## config.mk

```make
export PLATFORM = sky130hd
export DESIGN_NAME = logical_gap_metric_reducer
export DESIGN_NICKNAME = d
export VERILOG_FILES = /design/src/hw/rtl/lgmr_pkg.sv /design/src/hw/rtl/lgmr_vec.sv /design/src/hw/rtl/lgmr_shot.sv /design/src/hw/rtl/logical_gap_metric_reducer.sv
export SDC_FILE = /design/constraint.sdc
export NUM_CORES = 1
export LEC_CHECK = 0
export BUFFER_PORTS_ARGS = -buffer_cell sky130_fd_sc_hd__buf_2
export CAP_MARGIN = 20
export CORE_ASPECT_RATIO = 0.5
export CORE_UTILIZATION = 50
export CTS_BUF_LIST = sky130_fd_sc_hd__clkbuf_4 sky130_fd_sc_hd__clkbuf_8
export DETAILED_ROUTE_END_ITERATION = 8
export PLACE_DENSITY = 0.74
export SYNTH_ARGS = -nofsm -noshare
export SYNTH_HDL_FRONTEND = slang
export SYNTH_SLANG_ARGS = --single-unit
```

## constraint.sdc

```tcl
create_clock -name i_clk -period 29.9 [get_ports i_clk]
set_clock_uncertainty 0.15 [all_clocks]
set_input_delay 1.495 -clock i_clk [delete_from_list [all_inputs] [get_ports i_clk]]
set_output_delay 1.495 -clock i_clk [all_outputs]
set_load 0.1 [all_outputs]
```

## src/hw/rtl/lgmr_pkg.sv

```systemverilog
package lgmr_pkg;

    localparam int WEIGHT_W = 16;
    localparam int SCORE_W  = 26;
    localparam int TOTAL_W  = 32;
    localparam int COUNT_W  = 16;
    localparam int CFG_IDX_W  = 2;
    localparam int CFG_DATA_W = 2;

    localparam logic signed [SCORE_W-1:0] SCORE_MAX = {1'b0, {(SCORE_W-1){1'b1}}};
    localparam logic signed [SCORE_W-1:0] SCORE_MIN = {1'b1, {(SCORE_W-1){1'b0}}};
    localparam logic signed [TOTAL_W-1:0] TOTAL_MAX = {1'b0, {(TOTAL_W-1){1'b1}}};
    localparam logic signed [TOTAL_W-1:0] TOTAL_MIN = {1'b1, {(TOTAL_W-1){1'b0}}};
    localparam logic [COUNT_W-1:0] COUNT_MAX = {COUNT_W{1'b1}};

    // 1.0 in 8 fraction bits
    localparam logic signed [WEIGHT_W+1:0] ONE_FIXED = 18'sd256;

    // register indexes
    localparam logic [CFG_IDX_W-1:0] CFG_GAP_MODE  = 2'd0;
    localparam logic [CFG_IDX_W-1:0] CFG_AGG_MODE  = 2'd1;
    localparam logic [CFG_IDX_W-1:0] CFG_USE_ABS   = 2'd2;

    // gap classes
    localparam logic [1:0] CLASS_FINITE    = 2'd0;
    localparam logic [1:0] CLASS_PLUS_INF  = 2'd1;
    localparam logic [1:0] CLASS_MINUS_INF = 2'd2;

    typedef enum logic [1:0] {
        MODE_BINARY  = 2'd0,
        MODE_HAMMING = 2'd1,
        MODE_PRIOR   = 2'd2,
        MODE_WDIFF   = 2'd3
    } t_gap_mode;

    typedef enum logic {
        AGG_MIN = 1'b0,
        AGG_SUM = 1'b1
    } t_agg_mode;

    typedef struct packed {
        logic                fire;
        logic                elem;
        logic                fault;
        logic                corr;
        logic [WEIGHT_W-1:0] weight;
        logic                end_vec;
        logic                end_clu;
        logic                end_shot;
    } t_step;

    typedef struct packed {
        logic                      seen;
        logic signed [SCORE_W-1:0] minimum;
    } t_clu;

endpackage

```

## src/hw/rtl/lgmr_vec.sv

```systemverilog
module lgmr_vec (
    input  logic                              i_clk,
    input  logic                              i_rst_n,
    input  lgmr_pkg::t_step                   i_step,
    input  lgmr_pkg::t_gap_mode               i_gap_mode,
    input  logic                              i_use_abs,
    output lgmr_pkg::t_clu                    o_clu,
    output logic [lgmr_pkg::COUNT_W-1:0]      o_count
);

    logic signed [lgmr_pkg::SCORE_W-1:0] r_score, n_score;
    logic signed [lgmr_pkg::SCORE_W-1:0] r_min, n_min;
    logic                                r_seen, n_seen;
    logic [lgmr_pkg::COUNT_W-1:0]        r_count, n_count;

    logic signed [lgmr_pkg::WEIGHT_W+1:0] addend;
    logic signed [lgmr_pkg::SCORE_W:0]    sum;
    logic signed [lgmr_pkg::SCORE_W-1:0]  sum_sat;
    logic signed [lgmr_pkg::SCORE_W:0]    neg;
    logic signed [lgmr_pkg::SCORE_W-1:0]  vec_final;
    logic                                 close_v;

    always_comb begin
        addend = '0;
        if (i_step.fault) begin
            unique case (i_gap_mode)
                lgmr_pkg::MODE_BINARY:  addend = '0;
                lgmr_pkg::MODE_HAMMING: addend = lgmr_pkg::ONE_FIXED;
                lgmr_pkg::MODE_PRIOR:   addend = $signed({2'b00, i_step.weight});
                lgmr_pkg::MODE_WDIFF:   addend = i_step.corr ? -$signed({2'b00, i_step.weight})
                                                            : $signed({2'b00, i_step.weight});
                default:                addend = '0;
            endcase
        end
    end

    always_comb begin
        sum = {r_score[lgmr_pkg::SCORE_W-1], r_score}
            + (lgmr_pkg::SCORE_W+1)'(addend);
        // overflow when the top two bits disagree
        if (sum[lgmr_pkg::SCORE_W] != sum[lgmr_pkg::SCORE_W-1]) begin
            sum_sat = sum[lgmr_pkg::SCORE_W] ? lgmr_pkg::SCORE_MIN : lgmr_pkg::SCORE_MAX;
        end else begin
            sum_sat = sum[lgmr_pkg::SCORE_W-1:0];
        end

        neg = -{sum_sat[lgmr_pkg::SCORE_W-1], sum_sat};
        vec_final = sum_sat;
        if (i_gap_mode == lgmr_pkg::MODE_WDIFF && i_use_abs && sum_sat[lgmr_pkg::SCORE_W-1]) begin
            // negating the most negative score saturates
            if (neg[lgmr_pkg::SCORE_W] != neg[lgmr_pkg::SCORE_W-1]) begin
                vec_final = lgmr_pkg::SCORE_MAX;
            end else begin
                vec_final = neg[lgmr_pkg::SCORE_W-1:0];
            end
        end

        close_v = i_step.elem && (i_step.end_vec || i_step.end_clu || i_step.end_shot);

        o_clu.seen    = r_seen || close_v;
        o_clu.minimum = r_min;
        if (close_v && (!r_seen || vec_final < r_min)) begin
            o_clu.minimum = vec_final;
        end

        o_count = r_count;
        if (close_v && r_count != lgmr_pkg::COUNT_MAX) begin
            o_count = r_count + 1'b1;
        end
    end

    always_comb begin
        n_score = r_score;
        n_min   = r_min;
        n_seen  = r_seen;
        n_count = r_count;
        if (i_step.fire) begin
            if (i_step.end_shot) begin
                n_score = '0;
                n_min   = '0;
                n_seen  = 1'b0;
                n_count = '0;
            end else begin
                if (close_v) begin
                    n_score = '0;
                end else if (i_step.elem) begin
                    n_score = sum_sat;
                end
                if (i_step.end_clu) begin
                    n_min  = '0;
                    n_seen = 1'b0;
                end else begin
                    n_min  = o_clu.minimum;
                    n_seen = o_clu.seen;
                end
                n_count = o_count;
            end
        end
    end

    always_ff @(posedge i_clk) begin
        if (!i_rst_n) begin
            r_score <= '0;
            r_min   <= '0;
            r_seen  <= 1'b0;
            r_count <= '0;
        end else begin
            r_score <= n_score;
            r_min   <= n_min;
            r_seen  <= n_seen;
            r_count <= n_count;
        end
    end

endmodule

```

## src/hw/rtl/lgmr_shot.sv

```systemverilog
module lgmr_shot (
    input  logic                               i_clk,
    input  logic                               i_rst_n,
    input  lgmr_pkg::t_step                    i_step,
    input  lgmr_pkg::t_clu                     i_clu,
    input  logic [lgmr_pkg::COUNT_W-1:0]       i_count,
    input  lgmr_pkg::t_gap_mode                i_gap_mode,
    input  lgmr_pkg::t_agg_mode                i_agg_mode,
    input  logic                               i_stall,
    output logic                               o_valid,
    output logic signed [lgmr_pkg::TOTAL_W-1:0] o_gap,
    output logic [1:0]                         o_gap_class,
    output logic [lgmr_pkg::COUNT_W-1:0]       o_vector_count
);

    logic signed [lgmr_pkg::TOTAL_W-1:0] r_total, n_total;
    logic                                r_seen, n_seen;
    logic                                r_out_vld;
    logic signed [lgmr_pkg::TOTAL_W-1:0] r_gap, gap_val;
    logic [1:0]                          r_class, class_val;
    logic [lgmr_pkg::COUNT_W-1:0]        r_out_count;

    logic signed [lgmr_pkg::TOTAL_W-1:0] clu_ext;
    logic signed [lgmr_pkg::TOTAL_W:0]   sum;
    logic signed [lgmr_pkg::TOTAL_W-1:0] total_after;
    logic                                seen_after;
    logic                                close_c;
    logic                                load;

    always_comb begin
        clu_ext = lgmr_pkg::TOTAL_W'(i_clu.minimum);
        sum     = {r_total[lgmr_pkg::TOTAL_W-1], r_total} + (lgmr_pkg::TOTAL_W+1)'(clu_ext);
        close_c = i_step.end_clu || i_step.end_shot;

        total_after = r_total;
        if (close_c && i_clu.seen) begin
            if (!r_seen) begin
                total_after = clu_ext;
            end else if (i_agg_mode == lgmr_pkg::AGG_MIN) begin
                total_after = (clu_ext < r_total) ? clu_ext : r_total;
            end else if (sum[lgmr_pkg::TOTAL_W] != sum[lgmr_pkg::TOTAL_W-1]) begin
                total_after = sum[lgmr_pkg::TOTAL_W] ? lgmr_pkg::TOTAL_MIN : lgmr_pkg::TOTAL_MAX;
            end else begin
                total_after = sum[lgmr_pkg::TOTAL_W-1:0];
            end
        end
        seen_after = r_seen || (close_c && i_clu.seen);

        gap_val = '0;
        if (i_gap_mode == lgmr_pkg::MODE_BINARY) begin
            class_val = seen_after ? lgmr_pkg::CLASS_MINUS_INF : lgmr_pkg::CLASS_PLUS_INF;
        end else if (!seen_after) begin
            class_val = lgmr_pkg::CLASS_PLUS_INF;
        end else begin
            class_val = lgmr_pkg::CLASS_FINITE;
            gap_val   = total_after;
        end

        load = i_step.fire && i_step.end_shot;

        n_total = r_total;
        n_seen  = r_seen;
        if (i_step.fire) begin
            n_total = i_step.end_shot ? '0 : total_after;
            n_seen  = i_step.end_shot ? 1'b0 : seen_after;
        end
    end

    always_ff @(posedge i_clk) begin
        if (!i_rst_n) begin
            r_total   <= '0;
            r_seen    <= 1'b0;
            r_out_vld <= 1'b0;
        end else begin
            r_total <= n_total;
            r_seen  <= n_seen;
            if (load) begin
                r_out_vld <= 1'b1;
            end else if (!i_stall) begin
                r_out_vld <= 1'b0;
            end
        end
    end

    always_ff @(posedge i_clk) begin
        if (load) begin
            r_gap       <= gap_val;
            r_class     <= class_val;
            r_out_count <= i_count;
        end
    end

    assign o_valid        = r_out_vld;
    assign o_gap          = r_gap;
    assign o_gap_class    = r_class;
    assign o_vector_count = r_out_count;

endmodule

```

## src/hw/rtl/logical_gap_metric_reducer.sv

```systemverilog
// a shot-closing transaction enters the input register when it is accepted, and its result
// is then captured in the result register, which drives the outputs
// throughput: one element transaction per cycle; a shot end waits only while the result
// register is full and stalled
// reset (i_rst_n low, synchronous) clears the accumulators, the configuration and both
// valid flags
module logical_gap_metric_reducer (
    input  logic                                 i_clk,
    input  logic                                 i_rst_n,
    input  logic                                 i_cfg_we,
    input  logic [lgmr_pkg::CFG_IDX_W-1:0]       i_cfg_idx,
    input  logic [lgmr_pkg::CFG_DATA_W-1:0]      i_cfg_wdata,
    input  logic                                 i_valid,
    output logic                                 o_stall,
    input  logic                                 i_element_valid,
    input  logic                                 i_fault_bit,
    input  logic                                 i_correction_bit,
    input  logic [lgmr_pkg::WEIGHT_W-1:0]        i_weight,
    input  logic                                 i_last_in_vector,
    input  logic                                 i_last_in_cluster,
    input  logic                                 i_last_in_shot,
    output logic                                 o_valid,
    input  logic                                 i_stall,
    output logic signed [lgmr_pkg::TOTAL_W-1:0]  o_gap,
    output logic [1:0]                           o_gap_class,
    output logic [lgmr_pkg::COUNT_W-1:0]         o_vector_count
);

    lgmr_pkg::t_gap_mode r_gap_mode;
    lgmr_pkg::t_agg_mode r_agg_mode;
    logic                r_use_abs;

    logic                r_in_vld;
    lgmr_pkg::t_step     r_in;
    lgmr_pkg::t_step     step;
    lgmr_pkg::t_clu      clu;
    logic [lgmr_pkg::COUNT_W-1:0] count;

    logic out_free;
    logic advance;
    logic accept;

    always_ff @(posedge i_clk) begin
        if (!i_rst_n) begin
            r_gap_mode <= lgmr_pkg::MODE_BINARY;
            r_agg_mode <= lgmr_pkg::AGG_MIN;
            r_use_abs  <= 1'b0;
        end else if (i_cfg_we) begin
            unique case (i_cfg_idx)
                lgmr_pkg::CFG_GAP_MODE: r_gap_mode <= lgmr_pkg::t_gap_mode'(i_cfg_wdata);
                lgmr_pkg::CFG_AGG_MODE: r_agg_mode <= lgmr_pkg::t_agg_mode'(i_cfg_wdata[0]);
                lgmr_pkg::CFG_USE_ABS:  r_use_abs  <= i_cfg_wdata[0];
                default: ;
            endcase
        end
    end

    // only a shot end needs room in the result register
    assign out_free = !o_valid || !i_stall;
    assign advance  = r_in_vld && (!r_in.end_shot || out_free);
    assign o_stall  = r_in_vld && !advance;
    assign accept   = i_valid && !o_stall;

    always_ff @(posedge i_clk) begin
        if (!i_rst_n) begin
            r_in_vld <= 1'b0;
        end else if (accept) begin
            r_in_vld <= 1'b1;
        end else if (advance) begin
            r_in_vld <= 1'b0;
        end
    end

    always_ff @(posedge i_clk) begin
        if (accept) begin
            r_in.fire     <= 1'b0;
            r_in.elem     <= i_element_valid;
            r_in.fault    <= i_fault_bit;
            r_in.corr     <= i_correction_bit;
            r_in.weight   <= i_weight;
            r_in.end_vec  <= i_last_in_vector;
            r_in.end_clu  <= i_last_in_cluster;
            r_in.end_shot <= i_last_in_shot;
        end
    end

    always_comb begin
        step      = r_in;
        step.fire = advance;
    end

    lgmr_vec u_vec (
        .i_clk      (i_clk),
        .i_rst_n    (i_rst_n),
        .i_step     (step),
        .i_gap_mode (r_gap_mode),
        .i_use_abs  (r_use_abs),
        .o_clu      (clu),
        .o_count    (count)
    );

    lgmr_shot u_shot (
        .i_clk          (i_clk),
        .i_rst_n        (i_rst_n),
        .i_step         (step),
        .i_clu          (clu),
        .i_count        (count),
        .i_gap_mode     (r_gap_mode),
        .i_agg_mode     (r_agg_mode),
        .i_stall        (i_stall),
        .o_valid        (o_valid),
        .o_gap          (o_gap),
        .o_gap_class    (o_gap_class),
        .o_vector_count (o_vector_count)
    );

endmodule

```

==> impl_results.md <==
- Largest net degree at the start of global routing: between 80 and 90
- Seq. cell area: 4320 um2
- FMAX: around 0.06 GHz
- CTS tree: yes
- Hold Crit Start: u_vec.r_min[10]
- Period utilisation layout: a little under three fifths
- Antenna cell count: 0
- Sinks on Clock Net: 180
- Unrepaired setup endpoints after global routing: false
- Max VDD drop: 0.0314 mV
- Ports: 83
- Detailed Routing Iterations Pass 1: 8
- CTS Buffer Depth: 2
- Area of the multi-input gates: 9610 um2
- Fin area: 15,900 um2
- First-pass GRT wire length: 69,300 um
- Syn Nets: between 1,500 and 2,000
- Most frequent CP cell: ha_1
- Core Area: 29,000 um2
- Crit path time final: 16.90 ns
- Iter 0 DRT Violations: between 1,500 and 2,000
- Layout area overhead: 7.28%
- Die Y: about 120 um
- Yosys reg bits: 180
- PwrDens: roughly 32 nW/um2
- Hold crit path type: flop to flop
- Vias: 14,300
- Status: completed
- Top FF cell, synth: dfxtp_1
- Hold Crit Depth: 2
- Top cell type's share of synthesized area: approximately 15%
- Synth top area cells: dfxtp_1, edfxtp_1, ha_1, a21oi_1, o21ai_0
- Post-synth EDFFs: 72
- H-tree levels: 4
- Gpl congestion: 0.989
- Die width: 245 um
- Die area: just over 30,000 um2
- Final setup fails: 0
- Hold Buf Count CTS: 0
- Detailed Place HPWL: 32,300 um
- Reg-to-reg endpoint: u_shot.o_gap[23]
- Final std cells w/o fill: approximately 2,300
- Share of cells above drive strength 1: under 10%
- Max incr delay on CP: 0.87 ns
- CTS buffer count: 17
- Largest area contributor in the netlist: dfxtp_1
- Syn avg cell area: 8.02 um2
- Clk slew on worst S/H paths: 0.11 ns
- Post-synthesis sequential area ratio: between 20% and 30%
- Post-CTS sizing: 0
- Final nets: 2,023
- Data arrival, critical path: 17.08 ns
- Clock Tree Root: clkbuf_8
- Critical Path Fanout Max: 39
- Grt total ovfl: 0
- Post-synthesis cell type count: 97
- Slowest-stage cell, CP: o211a_1
- FF-to-FF Start: r_in[8]
- Leak: 6.49 nW
- Synth top cells by count: nor2_1, nand2_1, a21oi_1
- Pins over their slew limit: 0
- Ys async rst share: 0%
- Max-Cap Viols: 0
- Routed wire length: 43,900 um
- Worst hold slack: around 0.33 ns
- Count leader, synth: nor2_1
- Worst reg-to-reg path cell count: between 50 and 60
- Initial antenna violation count: 0
- Row count: 44
- Fill cell total of the finished layout: 2,685
- Relative slew slack: 28.3%
- Worst setup SP type: flop
- Vias in the first global route: 12,600
- TNS Setup: 0 ns
- Routed Antenna Nets: 0
- Hold path endpoint: u_vec.r_min[10]
- # placed instances: 2,240
- Initial cell density of the core: 50.9%
- Buffers on Ports: 82
- DR WL/cell: 19.3 um
- # DRC: 0
- Mapped Area: 14,800 um2
- Post-DR vias/cell: 6.27
- R2R setup slack: 13.00 ns
- CP Capture Type: flop
- Worst slew pin tran: 1.08 ns
- Post-Synthesis Cells: 1,842
- Placed cell area: 15,500 um2
- Crit path required time: roughly 30 ns
- GRT Total Usage: between 20 and 30%
- Pwr Total: approximately 0.00051 W
- WS Path Type: flop to flop
- Clock latency on the worst-skew pair: 0.53 ns
- Post-CTS setup buffers: 0
- YS warnings: 0
- Final Hold Viols: 0
## cell families (layout without fill, tap and decap cells)
| group | Yosys count | count (layout) | share of synthesized area (%) |
|---|---|---|---|
| DFF | 180 | 180 | 29.3 |
| muxes | 30 | 30 | 2.13 |
| buffers and inverters | 221 | 261 | 5.80 |
| adders and majority gates | 125 | 125 | 10.7 |
| AOI/OAI and AO/OA | 620 | 620 | 28.1 |
| xor gates and xnor gates | 55 | 55 | 3.26 |
| and+or+nand+nor | 611 | 611 | 20.8 |
## metal layers
layer,up-vias,routed length [um],track usage [%]
li1,6835,-,-
met1,6698,20300,42.2
met2,659,18600,44.4
met3,69,4050,5.34
met4,0,896,7.30
met5,-,0,0
## state kept, by name (all words and copies together), names as in the netlist
| name | count |
|---|---|
| u_vec.r_seen | 1 |
| u_shot.r_seen | 1 |
| r_use_abs | 1 |
| u_vec.r_count | 16 |
| r_agg_mode | 1 |
| u_shot.o_gap | 32 |
| u_vec.r_min | 26 |
| u_shot.o_valid | 1 |
| u_shot.o_gap_class | 2 |
| r_in | 22 |
| r_in_vld | 1 |
| u_vec.r_score | 26 |
| r_gap_mode | 2 |
| u_shot.r_total | 32 |
| u_shot.o_vector_count | 16 |
## cells in the final DEF (no fill, tap or decap), types with 13 or more instances in the layout
master / instances
nand3_1: 41
o21ai_0: 130
nor3_1: 48
xnor2_1: 40
and2_1: 22
dfxtp_1: 108
ha_1: 121
nor4_1: 18
clkbuf_8: 17
nor2_1: 158
buf_2: 82
inv_1: 125
or3_1: 20
a31oi_1: 17
nor2b_1: 69
a211oi_1: 17
nand2b_1: 14
edfxtp_1: 72
a21o_1: 21
o21ai_1: 25
a21boi_0: 16
xor2_1: 15
a22oi_1: 54
mux2i_1: 19
a21oi_1: 140
o22ai_1: 13
buf_4: 18
nand2_1: 147
## power by group
part / internal, W / total [W] / switching, W
registers: 0.000258 / 0.000262 / 0.00000356
clock network: 0.0000611 / 0.000170 / 0.000108
logic: 0.0000230 / 0.0000784 / 0.0000553
## worst max-delay path, delay by kind of cell, from the launching register on
family | cells | cell delay (ns)
adder cells (fa/ha/maj) | 6 | 2.53
AND/OR/NAND/NOR | 16 | 4.41
buffers and inverters | 5 | 1.71
XOR/XNOR | 1 | 0.22
AO/OA/AOI/OAI | 24 | 7.20
flip-flops | 1 | 0.44
## layout make-up
| class | instances | share of cell area [%] |
|---|---|---|
| multi-input combinational | 1441 | 60.6 |
| sequential | 180 | 27.3 |
| timing repair buffer | 102 | 3.64 |
| tap | 391 | 3.09 |
| inverter | 127 | 3.01 |
| clock buffer | 17 | 1.48 |
| clock inverter | 15 | 0.908 |
## metrics by stage
step           utilization, %  worst slack [ns]
4_1_cts                  54.6             13.28
2_1_floorplan               -             15.99
6_report                 54.6             13.00
5_1_grt                  54.6             11.49
3_3_place_gp             53.2             13.57
3_5_place_dp             53.3             13.38
## worst max-delay path by stage
| stage | from | end | slack (ns) | cells past startpoint |
|---|---|---|---|---|
| floorplan | r_in[8] | u_shot.o_gap[10] | 15.99 | 59 |
| global placement | r_in[8] | u_shot.o_gap[23] | 13.57 | 51 |
| detailed placement | r_in[8] | u_shot.o_gap[23] | 13.38 | 51 |
| CTS | r_in[8] | u_shot.o_gap[23] | 13.28 | 51 |
| global route | r_in[8] | u_shot.o_gap[24] | 11.49 | 55 |
| finish | r_in[8] | u_shot.o_gap[23] | 13.00 | 52 |
Power figures use the tool's default switching activity.
